--- config.mk ---
export PLATFORM = sky130hd
export DESIGN_NAME = handover_id_slot_table
export DESIGN_NICKNAME = d
export VERILOG_FILES = /design/src/hdl/hoid_pkg.sv /design/src/hdl/handover_id_slot_table.sv
export SDC_FILE = /design/constraint.sdc
export NUM_CORES = 1
export LEC_CHECK = 0
export ABC_CLOCK_PERIOD_IN_PS = 8000
export BUFFER_PORTS_ARGS = -buffer_cell sky130_fd_sc_hd__buf_2
export CAP_MARGIN = 20
export CELL_PAD_IN_SITES_DETAIL_PLACEMENT = 0
export CELL_PAD_IN_SITES_GLOBAL_PLACEMENT = 1
export CORE_MARGIN = 2
export CORE_UTILIZATION = 30
export DETAILED_ROUTE_END_ITERATION = 6
export PLACE_DENSITY_LB_ADDON = 0.3
export SLEW_MARGIN = 20
export SYNTH_ARGS = -nofsm -noshare
export SYNTH_HDL_FRONTEND = slang
export SYNTH_SLANG_ARGS = --single-unit
--- constraint.sdc ---
create_clock -name i_clk -period 8 [get_ports i_clk]
set_clock_uncertainty 0.2 [all_clocks]
set_input_delay 1.2 -clock i_clk [delete_from_list [all_inputs] [get_ports i_clk]]
set_output_delay 1.2 -clock i_clk [all_outputs]
set_load 0.1 [all_outputs]
--- src/hdl/hoid_pkg.sv ---
// Shared types and constants for the handover ID slot table.
// No dependencies.
package hoid_pkg;

    localparam int RNTI_W = 17;
    localparam int ID_W   = 13;
    localparam int SLOT_W = 4;
    localparam int MODE_W = 3;
    localparam int DATA_W = 48;

    localparam logic signed [RNTI_W-1:0] RNTI_FREE = '1;
    localparam logic signed [ID_W-1:0]   ID_UNSET  = '1;

    typedef enum logic [MODE_W-1:0] {
        MODE_ALLOC = 3'd0,
        MODE_REL   = 3'd1,
        MODE_PAIR  = 3'd2,
        MODE_FIND  = 3'd3,
        MODE_SET   = 3'd4,
        MODE_GET   = 3'd5
    } t_mode;

    typedef struct packed {
        logic signed [RNTI_W-1:0] rnti;
        logic signed [ID_W-1:0]   src;
        logic signed [ID_W-1:0]   tgt;
    } t_entry;

    typedef enum logic [2:0] {
        S_IDLE = 3'b001,
        S_SCAN = 3'b010,
        S_DONE = 3'b100
    } t_state;

endpackage

--- src/hdl/handover_id_slot_table.sv ---
// Handover ID slot table: slot memory, sequential scan and request control.
// Depends on hoid_pkg.
//
// channel  dir  tdata (low bit up)                          tuser
// s_*      in   slot[3:0] rnti[20:4] src[33:21] tgt[46:34]  mode[2:0]
// m_*      out  slot[3:0] rnti[20:4] src[33:21] tgt[46:34]  found[0]
//
// One request at a time. Direct requests (release, set, get) read only their own slot;
// searches and allocate read one slot per cycle from the slot memory and stop at
// the first match or the last slot. A result waits in the output register while
// the next request is taken; a request finishing while that register is full
// and stalled holds in S_DONE. Reset frees every slot through per-slot valid bits.
module handover_id_slot_table
    import hoid_pkg::*;
#(
    parameter int NUM_SLOTS = 16
) (
    input  logic              i_clk,
    input  logic              i_rst_n,
    input  logic              i_s_tvalid,
    output logic              o_s_tready,
    input  logic [DATA_W-1:0] i_s_tdata,   // slot, rnti_key, source_key, target_key
    input  logic [MODE_W-1:0] i_s_tuser,   // mode
    output logic              o_m_tvalid,
    input  logic              i_m_tready,
    output logic [DATA_W-1:0] o_m_tdata,   // slot_out, rnti_out, source_out, target_out
    output logic [0:0]        o_m_tuser    // found
);

    localparam int IW = (NUM_SLOTS > 1) ? $clog2(NUM_SLOTS) : 1;
    localparam logic [IW-1:0] LAST = IW'(NUM_SLOTS - 1);

    t_state                r_state, n_state;
    logic [NUM_SLOTS-1:0]  r_valid;
    logic [IW-1:0]         r_idx, n_idx;
    logic                  r_more, n_more;
    logic                  r_cmp_vld, n_cmp_vld;
    logic [IW-1:0]         r_cmp_idx;
    t_mode                 r_mode;
    t_entry                r_key;
    logic                  r_res_found;
    logic [SLOT_W-1:0]     r_res_slot;
    t_entry                r_res;
    logic                  r_out_valid, n_out_valid;
    logic                  r_out_found;
    logic [SLOT_W-1:0]     r_out_slot;
    t_entry                r_out;
    t_entry                mem [NUM_SLOTS];
    t_entry                r_rd_data;
    logic                  r_rd_valid;

    logic                  accept;
    logic                  rd_en;
    logic                  finish;
    logic                  match;
    logic                  wr_en;
    logic                  is_write;
    logic                  in_range;
    logic                  direct;
    logic                  mode_ok;
    t_mode                 in_mode;
    logic [SLOT_W-1:0]     in_slot;
    t_entry                eff;
    t_entry                wr_data;
    logic                  load_out;

    assign in_mode  = t_mode'(i_s_tuser);
    assign in_slot  = i_s_tdata[3:0];
    assign in_range = 32'(in_slot) < NUM_SLOTS;
    assign accept   = i_s_tvalid && o_s_tready;
    assign rd_en    = (r_state == S_SCAN) && r_more;

    always_comb begin
        direct  = 1'b0;
        mode_ok = 1'b1;
        unique case (in_mode)
            MODE_ALLOC, MODE_PAIR, MODE_FIND: direct = 1'b0;
            MODE_REL, MODE_SET, MODE_GET:     direct = 1'b1;
            default:                          mode_ok = 1'b0;
        endcase
    end

    // Slot contents as seen through the valid bits
    always_comb begin
        eff.rnti = r_rd_valid ? r_rd_data.rnti : RNTI_FREE;
        eff.src  = r_rd_valid ? r_rd_data.src  : '0;
        eff.tgt  = r_rd_valid ? r_rd_data.tgt  : '0;
    end

    always_comb begin
        match    = 1'b1;
        is_write = 1'b0;
        wr_data  = r_key;
        unique case (r_mode)
            MODE_ALLOC: begin
                match        = (eff.rnti == RNTI_FREE);
                is_write     = 1'b1;
                wr_data.rnti = '0;
                wr_data.src  = ID_UNSET;
                wr_data.tgt  = ID_UNSET;
            end
            MODE_REL: begin
                is_write     = 1'b1;
                wr_data.rnti = RNTI_FREE;
                wr_data.src  = eff.src;
                wr_data.tgt  = eff.tgt;
            end
            MODE_PAIR: match = (eff.rnti != RNTI_FREE) && (eff.src == r_key.src)
                               && (eff.tgt == r_key.tgt);
            MODE_FIND: match = (eff.rnti == r_key.rnti);
            MODE_SET:  is_write = 1'b1;
            MODE_GET:  match = 1'b1;
            default:   match = 1'b1;
        endcase
    end

    assign finish   = (r_state == S_SCAN) && r_cmp_vld && (match || !r_more);
    assign wr_en    = finish && match && is_write;
    assign load_out = (r_state == S_DONE) && (!r_out_valid || i_m_tready);

    always_comb begin
        n_state     = r_state;
        n_idx       = r_idx;
        n_more      = r_more;
        n_cmp_vld   = r_cmp_vld;
        n_out_valid = r_out_valid;
        if (r_out_valid && i_m_tready) begin
            n_out_valid = 1'b0;
        end
        unique case (r_state)
            S_IDLE: begin
                if (accept) begin
                    n_cmp_vld = 1'b0;
                    n_more    = 1'b1;
                    n_idx     = direct ? IW'(in_slot) : '0;
                    if (!mode_ok || (direct && !in_range)) begin
                        n_state = S_DONE;
                    end else begin
                        n_state = S_SCAN;
                    end
                end
            end
            S_SCAN: begin
                n_cmp_vld = rd_en;
                if (rd_en) begin
                    n_idx  = r_idx + 1'b1;
                    n_more = !(r_mode == MODE_REL || r_mode == MODE_SET || r_mode == MODE_GET)
                             && (r_idx != LAST);
                end
                if (finish) begin
                    n_state = S_DONE;
                end
            end
            S_DONE: begin
                if (load_out) begin
                    n_out_valid = 1'b1;
                    n_state     = S_IDLE;
                end
            end
            default: n_state = S_IDLE;
        endcase
    end

    always_ff @(posedge i_clk) begin
        if (!i_rst_n) begin
            r_state     <= S_IDLE;
            r_valid     <= '0;
            r_more      <= 1'b0;
            r_cmp_vld   <= 1'b0;
            r_out_valid <= 1'b0;
        end else begin
            r_state     <= n_state;
            r_more      <= n_more;
            r_cmp_vld   <= n_cmp_vld;
            r_out_valid <= n_out_valid;
            if (wr_en) begin
                r_valid[r_cmp_idx] <= 1'b1;
            end
        end
    end

    always_ff @(posedge i_clk) begin
        r_idx <= n_idx;
        if (rd_en) begin
            r_cmp_idx <= r_idx;
        end
        if (accept) begin
            r_mode      <= in_mode;
            r_key.rnti  <= i_s_tdata[20:4];
            r_key.src   <= i_s_tdata[33:21];
            r_key.tgt   <= i_s_tdata[46:34];
            r_res_found <= 1'b0;
            r_res_slot  <= '0;
            r_res       <= '0;
        end
        if (finish) begin
            r_res_found <= match;
            r_res_slot  <= match ? SLOT_W'(r_cmp_idx) : '0;
            if (!match) begin
                r_res <= '0;
            end else if (is_write) begin
                r_res <= wr_data;
            end else begin
                r_res <= eff;
            end
        end
        if (load_out) begin
            r_out_found <= r_res_found;
            r_out_slot  <= r_res_slot;
            r_out       <= r_res;
        end
    end

    // Slot memory, one read and one write port, registered read
    always_ff @(posedge i_clk) begin
        if (wr_en) begin
            mem[r_cmp_idx] <= wr_data;
        end
        if (rd_en) begin
            r_rd_data  <= mem[r_idx];
            r_rd_valid <= r_valid[r_idx];
        end
    end

    assign o_s_tready = (r_state == S_IDLE);
    assign o_m_tvalid = r_out_valid;
    assign o_m_tuser  = r_out_found;
    assign o_m_tdata  = {1'b0, r_out.tgt, r_out.src, r_out.rnti, r_out_slot};

endmodule

## After elaboration in Yosys (flattened, before gate mapping)

Memories as Yosys holds them, arrays and structs flattened. A register that Yosys moved wholly into a read port is not among the register bits.
Index checks and enable logic that the tools add are counted.

- Register bits after elaboration: 173
- RAM bits: 688
- Bits of input ports: 55
- Output and inout bits: 51
- Word-level logic and storage cells: 119
- Memories kept: 1

Memories:

| memory | words | width | read ports | clocked after Yosys merged registers in | wr ports | RTL line | RTL |
|---|---|---|---|---|---|---|---|
| mem | 16 | 43 | 1 | 1 | 1 | handover_id_slot_table.sv:48 | `t_entry mem [NUM_SLOTS];` |

- Add/sub/neg operators: 1
- $lt $le $gt $ge: 3
- Eq/ne operators: 23
- Multiplexer cells: 39
- Bitwise logic cells: 1
- Reductions and logical operators: 29

Operator list:

| kind | count |
|---|---|
| 43-bit 2-to-1 mux | 4 |
| 43-bit case mux with 2 select lines | 1 |
| 13-bit equality test | 2 |
| 13-bit 2-to-1 mux | 2 |
| 4-bit 2-to-1 mux | 6 |
| 17-bit by 1-bit equality test with 1-bit output, second input constant | 1 |
| 17-bit equality test | 1 |
| 17-bit 2-to-1 mux | 1 |
| 17-bit by 1-bit != test with 1-bit output, second input constant | 1 |
| 16-bit bitwise OR | 1 |
| 3-bit by 2-bit equality test with 1-bit output, second input constant | 5 |
| 3-bit equality test, second input constant | 5 |
| 1-bit 2-to-1 mux | 14 |
| 1-bit logical AND | 12 |
| 3-bit 2-to-1 mux | 4 |
| 4-bit by 5-bit less-than comparator with 1-bit output, second input constant | 2 |
| 3-bit by 1-bit equality test with 1-bit output, second input constant | 3 |
| 3-bit case mux with 3 select lines | 1 |
| 4-bit case mux with 2 select lines | 1 |
| 3-bit zero test | 2 |
| 2-bit != test, second input constant | 3 |
| 3-bit AND reduction | 2 |
| 3-bit OR reduction | 2 |
| 6-bit OR reduction | 1 |
| other kinds (12) | 19 |

## Longest topological paths before layout

Gate-level depths: netlist of the first run.

- Depth after elaboration: 11
- Mapped depth: 11
- Mapped depth without buffers: 8

## Worst setup path before layout of the first run

No wires, ideal clock.

- Path type: register to register
- Start point: register r_mode[2]
- End point: memory mem[10][0] (netlist name) (enable)
- Setup time: 0.551 ns
- Arrival time: 6.057 ns
- Required time: 7.249 ns
- Slack: 1.193 ns
- Stages on the path, launching flop included: 9
- Path buffers: 2
- Clock period less this slack: 6.807 ns
- Cell sequence: edfxtp_1 and3b_4 buf_6 a21oi_1 o41ai_2 nand4_1 a31o_2 buf_2 nor4_1

- Longest elaborated chain between the ends: 8
- Elaborated cells between the ends (all ways): 14
- Classes of those cells: 4 x eq/ne; 4 x mux; 6 x reduce/logical

RTL lines:

| item | RTL line | RTL |
|---|---|---|
| start, declared | handover_id_slot_table.sv:39 | `t_mode r_mode;` |
| start signal, assigned | handover_id_slot_table.sv:188 | `r_mode <= in_mode;` |
| 3-bit by 2-bit equality test with 1-bit output / 3-bit zero test (equally long branches) | handover_id_slot_table.sv:94 | `unique case (r_mode)` |
| 1-bit case mux with 3 select lines | handover_id_slot_table.sv:94 |  |
| 1-bit logical OR | handover_id_slot_table.sv:117 | `assign finish = (r_state == S_SCAN) && r_cmp_vld && (match \|\| !r_more);` |
| 1-bit logical AND | handover_id_slot_table.sv:117 |  |
| 1-bit logical AND | handover_id_slot_table.sv:118 | `assign wr_en = finish && match && is_write;` |
| 1-bit logical AND * | handover_id_slot_table.sv:118 |  |
| 1-bit 2-to-1 mux * | handover_id_slot_table.sv:216 | `if (wr_en) begin` |
| 1-bit 2-to-1 mux (implied by the code) * | handover_id_slot_table.sv:217 | `mem[r_cmp_idx] <= wr_data;` |
| end, declared | handover_id_slot_table.sv:48 |  |

Mark *: on every way between the ends. The rest lies on a longest branch, timed or not.

## Final worst setup path of the first run

- Start point: register r_rd_valid
- End point: memory mem[11][15] (netlist name) (enable)

- Longest elaborated chain between the ends: 11
- Elaborated cells between the ends (all ways): 17
- Classes of those cells: 5 x eq/ne; 6 x mux; 6 x reduce/logical

RTL lines:

| item | RTL line | RTL |
|---|---|---|
| start, declared | handover_id_slot_table.sv:50 | `logic r_rd_valid;` |
| start signal, assigned | handover_id_slot_table.sv:221 | `r_rd_valid <= r_valid[r_idx];` |
| 17-bit 2-to-1 mux / 13-bit 2-to-1 mux (equally long branches) | handover_id_slot_table.sv:85, handover_id_slot_table.sv:86 |  |
| 17-bit by 1-bit != test with 1-bit output / 13-bit equality test (equally long branches) | handover_id_slot_table.sv:108 | `MODE_PAIR: match = (eff.rnti != RNTI_FREE) && (eff.src == r_key.src)` |
| 1-bit logical AND | handover_id_slot_table.sv:108 |  |
| 1-bit logical AND | handover_id_slot_table.sv:109 | `&& (eff.tgt == r_key.tgt);` |
| 1-bit case mux with 3 select lines * | handover_id_slot_table.sv:94 |  |
| 1-bit logical OR | handover_id_slot_table.sv:117 |  |
| 1-bit logical AND | handover_id_slot_table.sv:117 |  |
| 1-bit logical AND * (2 in series) | handover_id_slot_table.sv:118 |  |
| 1-bit 2-to-1 mux * | handover_id_slot_table.sv:216 |  |
| 1-bit 2-to-1 mux (implied by the code) * | handover_id_slot_table.sv:217 |  |

Marks and branches as above.

==> flow_summary.ini, run 1 <==
[die]
fp.dieW_um = 347
die_y_um = 347
die-area_um2 = 121000
start_util_pct = 30.3
io-pin-count = 106
rows = 125
coreArea_um2 = 117000

[finish]
final_cells = 3489
utilization_pct = 35.1
drive_gt1_share_pct = 29.2
n_antenna_cell = 0
multi_input_area_um2 = 8000
seqCellArea_um2 = 26900
nets = 1946
synthToLayoutAreaGrowth_pct = 15.9
fillers = 10800
final_area_um2 = 40900

[clocking]
cts_tree = yes
clk_pin_slew_ns = 0.07
clk_path_buf_depth = 3
cts_sinks = 904
hold_buffers = 0
clock_latency_ns = 0.65
numCtsBuffers = 92
cts-root-buf = clkbuf_16
cts_setup_buffers = 0
cts-htree-levels = 3
cts_resized = 0

[global_route]
track_usage_pct = 15.0
grt_pass1_vias = 18200
grt_max_degree = 99
antenna_found_initial = 3
globalRoute.totalOverflow = 0
grt_pass1_wl_um = 131000

[drt]
wl_per_cell_um = 26.2
drt_pass1_iterations = 5
drc = 0
dr.first_iter.drc_count = 1597
routed_via_density = 5.08
wl_met1_um = 38700
top_layer_used = met5
route.final.wire_length_um = 91300
ant_nets = 0
wl_met3_um = 4880
route.met2.wl_um = 45600
vias = 17700

[sta]
maxSlewHeadroom_pct = 25.4
slew_violations = 0
setup_ws_ns = 3.11
max_freq_mhz = 204
fin_crit_sh_pct = 61.2
setup_viol_count_final = 0
min_period_ns = 4.89
holdWs_ns = 0.203
worst_slew_pin_slew_ns = 1.12
tns_ns = 0
rsz0062_at_grt = false
hold_viol_final = 0

[logic_synthesis]
syn_nets = 1786
synth_top_cell_by_area = edfxtp_1
ys_seq_area_share_pct = 76.2
synth_top_area_share_pct = 75.0
synth_area_leaders = edfxtp_1 (75%), mux4_2 (14%), nand2_1 (1.4%), dfxtp_1 (1.2%), a211oi_1 (0.79%)
async_flop_share_pct = 0
synth-seq-cells = 904
synth_cell_types = 61
syn_inst = 1730
ys_warn_count = 0
synth_area_um2 = 35300
synth_edf_count = 882
synth.avg_cell_area_um2 = 20.4
synth_flop_cell = edfxtp_1

[place]
placed_cell_area_um2 = 37900
numPortBuffers = 103
dp.final_hpwl_um = 47300
numPlacedInstances = 3303
place_ws_ns = 3.09
gp_congestion = 0.751

[worst_setup_path]
cp.required_ns = 8.05
cpPeakStageDelay_ns = 0.95
worst-endpoint-arrival_ns = 4.95
critPathSlowestCell = edfxtp_1
crit_path_end_kind = flip-flop
path_buf_inv = 2
crit_family = buffers and inverters
start_kind = flip-flop
path_cells = buf_4 -> nand2_1 -> a2111oi_0 -> nand4_1 -> nor4_1 -> nand4_1 -> a31o_4 -> nor4_2 -> buf_4
crit_type = reg2reg
cp_max_fo = 43

[worst_hold_path]
hold_path.class = reg2reg

[power]
vdd_drop_max_mv = 0.165
finalPower_mw = 10.7
power.leakage_nw = 12.8
powerDensity_nw_per_um2 = 261

[run_status]
outcome = finished, final reports clean

[job]
drv_cap = 0
## state kept, by name, summed over array words and instances, names as in the netlist, 4 cells and up
signal / count
mem: 688
r_out_slot: 4
o_m_tdata: 43
r_idx: 4
r_res_slot: 4
r_res: 43
r_rd_data: 43
r_cmp_idx: 4
r_key: 43
r_valid: 16
## worst paths after layout
path,start,to,slack (ns),depth (start not counted)
setup / recovery,r_rd_valid$_DFFE_PP_,mem[11][15]$_DFFE_PP_,3.11,9
hold / removal,r_res[32]$_SDFFCE_PP0P_,o_m_tdata[10]$_DFFE_PP_,0.20,0
setup reg to reg,r_rd_valid$_DFFE_PP_,mem[11][15]$_DFFE_PP_,3.11,9
hold reg to reg,r_res[32]$_SDFFCE_PP0P_,o_m_tdata[10]$_DFFE_PP_,0.20,0
## routing by layer
| metal | track usage, % | vias up |
|---|---|---|
| li1 | - | 7512 |
| met1 | 20.1 | 9577 |
| met2 | 25.5 | 506 |
| met3 | 2.14 | 127 |
| met4 | 4.45 | 6 |
| met5 | 0 | - |
## cells in the mapped netlist, drive strengths merged, types with 9 or more instances
cell type	instances
edfxtp	882
nor3	17
clkbuf	58
o21ai	12
o211ai	20
o41ai	9
nand2b	11
dfxtp	22
a21oi	26
buf	43
a211oi	40
inv	21
nand2	130
nor2	45
nor3b	24
mux4	220
nor4	23
## layout make-up
type	count	share of cell area (%)
Tap cell	1524	4.66
Inverter	21	0.193
Multi-Input combinational cell	704	19.5
Sequential cell	904	65.8
Timing Repair Buffer	167	2.66
Clock inverter	58	1.34
Clock buffer	111	5.85
## logic make-up after synthesis
kind of cell	Yosys count	synth area share, %
other	1	0.0106
AO/OA/AOI/OAI	166	3.60
multiplexers	221	14.1
buffers and inverters	122	1.51
AND/OR/NAND/NOR	300	4.20
flip-flops	904	76.2
XOR/XNOR	15	0.372
adder cells (fa/ha/maj)	1	0.0354
## cell usage in the layout, fill, tap and decap left out, drive strengths merged, types with 23 or more instances in the layout
cell / instances
nand2: 130
nor4: 23
nor2: 45
mux4: 220
buf: 157
nor3b: 24
edfxtp: 882
a211oi: 40
clkbuf: 121
clkinv: 38
a21oi: 26
inv: 24
## power breakdown
part	leakage, nW	switching [mW]	internal (mW)	total, mW
Combinational	3.21	0.591	0.366	0.957
Sequential	8.16	0.0828	5.42	5.51
Clock	1.43	1.78	2.43	4.21
Total	12.8	2.46	8.22	10.7
Power figures use the tool's default switching activity.
==> run 2: changes to the inputs <==
--- a/config.mk
+++ b/config.mk
@@ -5,7 +5,7 @@
 export SDC_FILE = /design/constraint.sdc
 export NUM_CORES = 1
 export LEC_CHECK = 0
-export ABC_CLOCK_PERIOD_IN_PS = 8000
+export ABC_CLOCK_PERIOD_IN_PS = 4600
 export BUFFER_PORTS_ARGS = -buffer_cell sky130_fd_sc_hd__buf_2
 export CAP_MARGIN = 20
 export CELL_PAD_IN_SITES_DETAIL_PLACEMENT = 0
==> constraint.sdc (replaced) <==
create_clock -name i_clk -period 4.6 [get_ports i_clk]
set_clock_uncertainty 0.2 [all_clocks]
set_input_delay 0.69 -clock i_clk [delete_from_list [all_inputs] [get_ports i_clk]]
set_output_delay 0.69 -clock i_clk [all_outputs]
set_load 0.1 [all_outputs]
==> run 2 against run 1 <==
Compared with the run above:
- non-clock buffer count up 60
- global-route usage is 0.50 points lower
- fmax increased by 24%
- clock power grew 71%
- die area stayed put
- sequential power up 74%
- critical endpoint is now mem[3][12]$_DFFE_PP_
==> flow_summary.ini, run 2 (same netlist as run 1, synthesis figures left out) <==
[run_status]
outcome = finished, final reports clean

[sta]
max_freq_mhz = 253
worst_slew_pin_slew_ns = 1.05
fin_crit_sh_pct = 86.0
hold_viol_final = 0
tns_ns = 0
min_period_ns = 3.96
setup_viol_count_final = 0
slew_violations = 0
maxSlewHeadroom_pct = 29.6
rsz0062_at_grt = false

[worst_hold_path]
hold_depth = 1
min_to = r_key[0]$_DFFE_PP_
hold_start = i_s_tdata[34]
hold_path.class = in2reg

[worst_setup_path]
worst-endpoint-arrival_ns = 4.08
rrSetupSlack_ns = 0.64
cp_max_fo = 20
r2r_end = mem[3][12]$_DFFE_PP_
r2r_start = r_rd_valid$_DFFE_PP_
crit_path_end_kind = flip-flop
cp.required_ns = 4.72
rr_worst_depth = 9
crit_type = reg2reg
start_kind = flip-flop

[global_route]
antenna_found_initial = 1
grt-busiest-layer = met2
globalRoute.totalOverflow = 0
track_usage_pct = 14.5
grt_max_degree = 94
grt_util_met1_pct = 19.3
use_met2_pct = 24.6
groute.layer.met3.usage_pct = 2.04
grt_pass1_wl_um = 128000
grt_pass1_vias = 18300

[clocking]
cts-root-buf = clkbuf_16
clk_path_buf_depth = 3
clock_latency_ns = 0.66
cts-htree-levels = 3
clk_pin_slew_ns = 0.06
cts_tree = yes
numCtsBuffers = 92
cts_sinks = 904

[power]
seq_power_share_pct = 51.6
finalPower_mw = 18.6
power.leakage_nw = 13.2
p_int_mw = 14.2
p_clk_share_pct = 38.8
powerDensity_nw_per_um2 = 444
sw_frac_of_total_pct = 23.3
p_comb_share_pct = 9.5
power.switching_mw = 4.32
vdd_drop_max_mv = 0.261

[drt]
drc = 0
vias = 17700
drt_pass1_iterations = 5
wl_per_cell_um = 24.9
routed_via_density = 4.99
ant_nets = 0
dr.first_iter.drc_count = 1454
route.final.wire_length_um = 88200

[finish]
n_antenna_cell = 0
nets = 2006
layout_commonest_cell = edfxtp_1
mostFrequentLayoutCells = edfxtp_1 (882), mux4_2 (220), nand2_1 (128)
regMostFlops = mem
largest_reg_flops = 688
utilization_pct = 35.9
final_cells = 3549
synthToLayoutAreaGrowth_pct = 18.3
seqCellArea_um2 = 26900
fillers = 10700
drive_gt1_share_pct = 29.1
multi_input_area_um2 = 8130

[die]
start_util_pct = 30.3
die-area_um2 = 121000
coreArea_um2 = 117000
rows = 125
die_y_um = 347
fp.dieW_um = 347
io-pin-count = 106

[place]
dp.final_hpwl_um = 53100
numPortBuffers = 103
numPlacedInstances = 3333
gp_congestion = 0.797

[job]
drv_cap = 0
==> run 2: cell types whose count changed in the layout (fill, tap and decap cells not counted), sizes merged <==
cell	change
dlygate4sd3	+34
buf	+28
inv	+5
clkinv	-4
clkinvlp	-4
clkbuf	+3
bufinv	-2
==> run 2: per-layer routing <==
metal,up-vias,share of wire [%]
met2,518,50
met4,0,2.5
met1,9410,43
met5,-,0
li1,7634,-
met3,135,4.7
==> run 2: power groups by stage <==
stage               registers [mW]  logic [mW]  clock network [mW]
finish                        9.58        1.77                7.21
detailed placement            9.76        1.75                   0
global placement              9.76        1.71                   0
CTS                           9.59        1.78                7.40
floorplan                     9.73        1.12                   0
global route                  9.59        1.91                7.70
==> run 2: worst max-delay path by stage <==
| stage | start | to | cells after the start |
|---|---|---|---|
| finish | r_rd_valid$_DFFE_PP_ | mem[3][12]$_DFFE_PP_ | 9 |
| global route | r_rd_valid$_DFFE_PP_ | mem[2][12]$_DFFE_PP_ | 9 |
| global placement | r_rd_valid$_DFFE_PP_ | mem[14][9]$_DFFE_PP_ | 9 |
| detailed placement | r_rd_valid$_DFFE_PP_ | mem[15][9]$_DFFE_PP_ | 9 |
| floorplan | r_mode[2]$_DFFE_PP_ | mem[8][0]$_DFFE_PP_ | 8 |
| CTS | r_rd_valid$_DFFE_PP_ | mem[15][26]$_DFFE_PP_ | 9 |
==> run 2: worst max-delay path, cell delays in order (launching register included) <==
cell,delay (ns)
edfxtp_1,0.68
buf_4,0.31
nor4_1,0.39
nand3_1,0.13
o21a_1,0.15
a21oi_1,0.12
nand4_1,0.29
a31o_4,0.52
nor4_4,0.42
buf_4,0.37
==> run 2: area by class of cell <==
| cell class | instances | area share [%] |
|---|---|---|
| clock buffers | 116 | 5.77 |
| inverters | 21 | 0.189 |
| flip-flops and latches | 904 | 64.4 |
| well taps | 1524 | 4.56 |
| repair buffers | 227 | 4.50 |
| multi-input cells | 704 | 19.4 |
| clock inverters | 53 | 1.13 |
==> run 2: stage by stage <==
step | cell area [µm²] | setup slack (ns) | hold WS [ns]
final | 41800 | 0.644 | 0.0411
after CTS | 41700 | 0.634 | 0.00135
after global routing | 41800 | 0.481 | 0.0250
after floorplan | 35500 | -0.391 | 0.200
after global placement | 38500 | 0.751 | 0.205
after detailed placement | 38500 | 0.690 | 0.205
==> run 2: what timing repair did <==
item,in CTS,in global routing
hold buffers,34,0
hold endpoints to repair,34,0
gates resized for setup,0,0
buffers inserted,0,0
==> run 3: changes to the inputs <==
--- a/config.mk
+++ b/config.mk
@@ -11,8 +11,9 @@
 export CELL_PAD_IN_SITES_DETAIL_PLACEMENT = 0
 export CELL_PAD_IN_SITES_GLOBAL_PLACEMENT = 1
 export CORE_MARGIN = 2
-export CORE_UTILIZATION = 30
+export CORE_UTILIZATION = 55
 export DETAILED_ROUTE_END_ITERATION = 6
+export GPL_TIMING_DRIVEN = 0
 export PLACE_DENSITY_LB_ADDON = 0.3
 export SLEW_MARGIN = 20
 export SYNTH_ARGS = -nofsm -noshare
==> run 3 against run 2 <==
Compared with the run above:
- the run now ends with negative setup slack left
- cell area decreased by 0.97%
- sequential power about the same
- final cell count decreased by 16%
- clock power about the same
- highest routed layer unchanged
==> flow_summary.ini, run 3 (same netlist as run 1, synthesis figures left out) <==
[run_status]
outcome = complete, but fails checks
violations = negative setup slack

[worst_setup_path]
start_kind = flip-flop
worst-endpoint-arrival_ns = 4.85
crit_path_end_kind = flip-flop
critPathSlowestCell = nor4_4
path_common_cell = buf_6
cpPeakStageDelay_ns = 0.69
cp.required_ns = 4.74
path_cells = buf_4 -> nand2_1 -> a2111oi_0 -> nand4_1 -> nor4_1 -> nand4_1 -> a31o_2 -> buf_6 -> nor4_4 -> buf_6 -> buf_6 -> buf_4
cp_max_fo = 10
crit_type = reg2reg

[drt]
vias = 19300
drt_pass1_iterations = 5
dr.first_iter.drc_count = 2281
ant_nets = 0
wl_per_cell_um = 31.0
routed_via_density = 6.48
route.final.wire_length_um = 92400
drc = 0

[power]
seq_power_share_pct = 51.3
finalPower_mw = 18.6
sw_frac_of_total_pct = 23.3
p_clk_share_pct = 38.9
powerDensity_nw_per_um2 = 450
p_int_mw = 14.3
power.switching_mw = 4.34
power.leakage_nw = 13.5
vdd_drop_max_mv = 0.279
p_comb_share_pct = 9.7

[die]
die-area_um2 = 66300
rows = 92
die_y_um = 257
start_util_pct = 55.8
coreArea_um2 = 63300
io-pin-count = 106
fp.dieW_um = 257

[job]
drv_cap = 0

[sta]
setup_ws_ns = -0.115
hold_viol_final = 0
slew_violations = 0
maxSlewHeadroom_pct = 19.4
setup_viol_count_final = 18
max_freq_mhz = 212
worst_slew_pin_slew_ns = 1.20
tns_ns = -1.24
min_period_ns = 4.71
fin_crit_sh_pct = 102

[finish]
regMostFlops = mem
largest_reg_flops = 688
n_antenna_cell = 0
synthToLayoutAreaGrowth_pct = 17.2
utilization_pct = 65.4
mostFrequentLayoutCells = edfxtp_1 (882), mux4_2 (220), nand2_1 (130)
nets = 2112
drive_gt1_share_pct = 31.1
layout_commonest_cell = edfxtp_1

[global_route]
track_usage_pct = 28.1
grt_max_degree = 49
globalRoute.totalOverflow = 0
antenna_found_initial = 1
grt_pass1_wl_um = 132000
grt_pass1_vias = 19100

[place]
dp.final_hpwl_um = 62100
gp_congestion = 0.911
place_ws_ns = -0.0135
numPortBuffers = 103

[clocking]
cts-root-buf = clkbuf_16
clock_latency_ns = 0.65
cts_tree = yes
numCtsBuffers = 89
cts-htree-levels = 3
cts_sinks = 904
clk_pin_slew_ns = 0.06
cts_resized = 0
clk_path_buf_depth = 3

[worst_hold_path]
hold_path.class = in2reg
[run 3: cell types whose count changed in the layout (fill, tap and decap cells not counted), moves of 4 or more]
cell / before / now
buf_8: 0 / 9
clkbuf_1: 23 / 74
buf_12: 28 / 2
buf_6: 0 / 63
dlygate4sd3_1: 34 / 3
buf_1: 0 / 13
clkbuf_2: 0 / 7
buf_2: 103 / 124
inv_6: 8 / 4
clkbuf_8: 0 / 5
[run 3: metrics by stage]
stage / instance area (µm²) / instances / hold WS, ns
2_1_floorplan: 35500 / 1730 / 0.200
3_3_place_gp: 37000 / 2679 / 0.202
3_5_place_dp: 38200 / 2780 / 0.205
4_1_cts: 41200 / 2949 / 0.00234
5_1_grt: 41400 / 2977 / 0.0125
6_report: 41400 / 2977 / 0.0200
[run 3: layout make-up]
cell class                 count  area, µm²
buffer                       101        470
clock buffer                 117       2420
clock inverter                49        493
fill                        4178      21900
inverter                      21       81.3
multi-input combinational    704       8140
sequential                   904      26900
tap                          846       1060
timing repair buffer         235       1810
[run 3: power groups by stage]
stage	registers, mW	logic, mW	clock network, mW
finish	9.56	1.81	7.24
detailed placement	9.73	1.76	0
global placement	9.73	1.68	0
CTS	9.56	1.78	7.32
floorplan	9.73	1.12	0
global route	9.56	1.92	7.60
[run 3: per-layer routing]
| layer | GRT usage (%) | share of wire, % |
|---|---|---|
| met5 | 0 | 0 |
| met4 | 8.33 | 2.6 |
| met3 | 5.51 | 11 |
| met2 | 45.2 | 49 |
| met1 | 39.7 | 38 |
[run 3: path summary, 6_finish.rpt]
| kind | from | end | slack, ns | cells after the start |
|---|---|---|---|---|
| setup / recovery | r_mode[1]$_DFFE_PP_ | mem[12][16]$_DFFE_PP_ | -0.11 | 12 |
| hold / removal | i_s_tdata[42] | r_key[8]$_DFFE_PP_ | 0.02 | 1 |
| setup reg to reg | r_mode[1]$_DFFE_PP_ | mem[12][16]$_DFFE_PP_ | -0.11 | 12 |
| hold reg to reg | r_res[5]$_SDFFCE_PP0P_ | o_m_tdata[39]$_DFFE_PP_ | 0.22 | 0 |
[run 3: repair_timing]
item	4_1_cts	5_1_grt
gates cloned	0	0
pin swaps	2	9
setup endpoints to repair	10	55
hold endpoints to repair	3	0
buffers inserted	0	13
hold buffers	3	0
[run 3: critical path, delay by kind of cell, from the launching register on]
kind / cells / cell delay [ns]
AND/OR/NAND/NOR: 5 / 1.79
AO/OA/AOI/OAI: 2 / 0.89
flip-flops: 1 / 0.44
buffers and inverters: 5 / 1.07
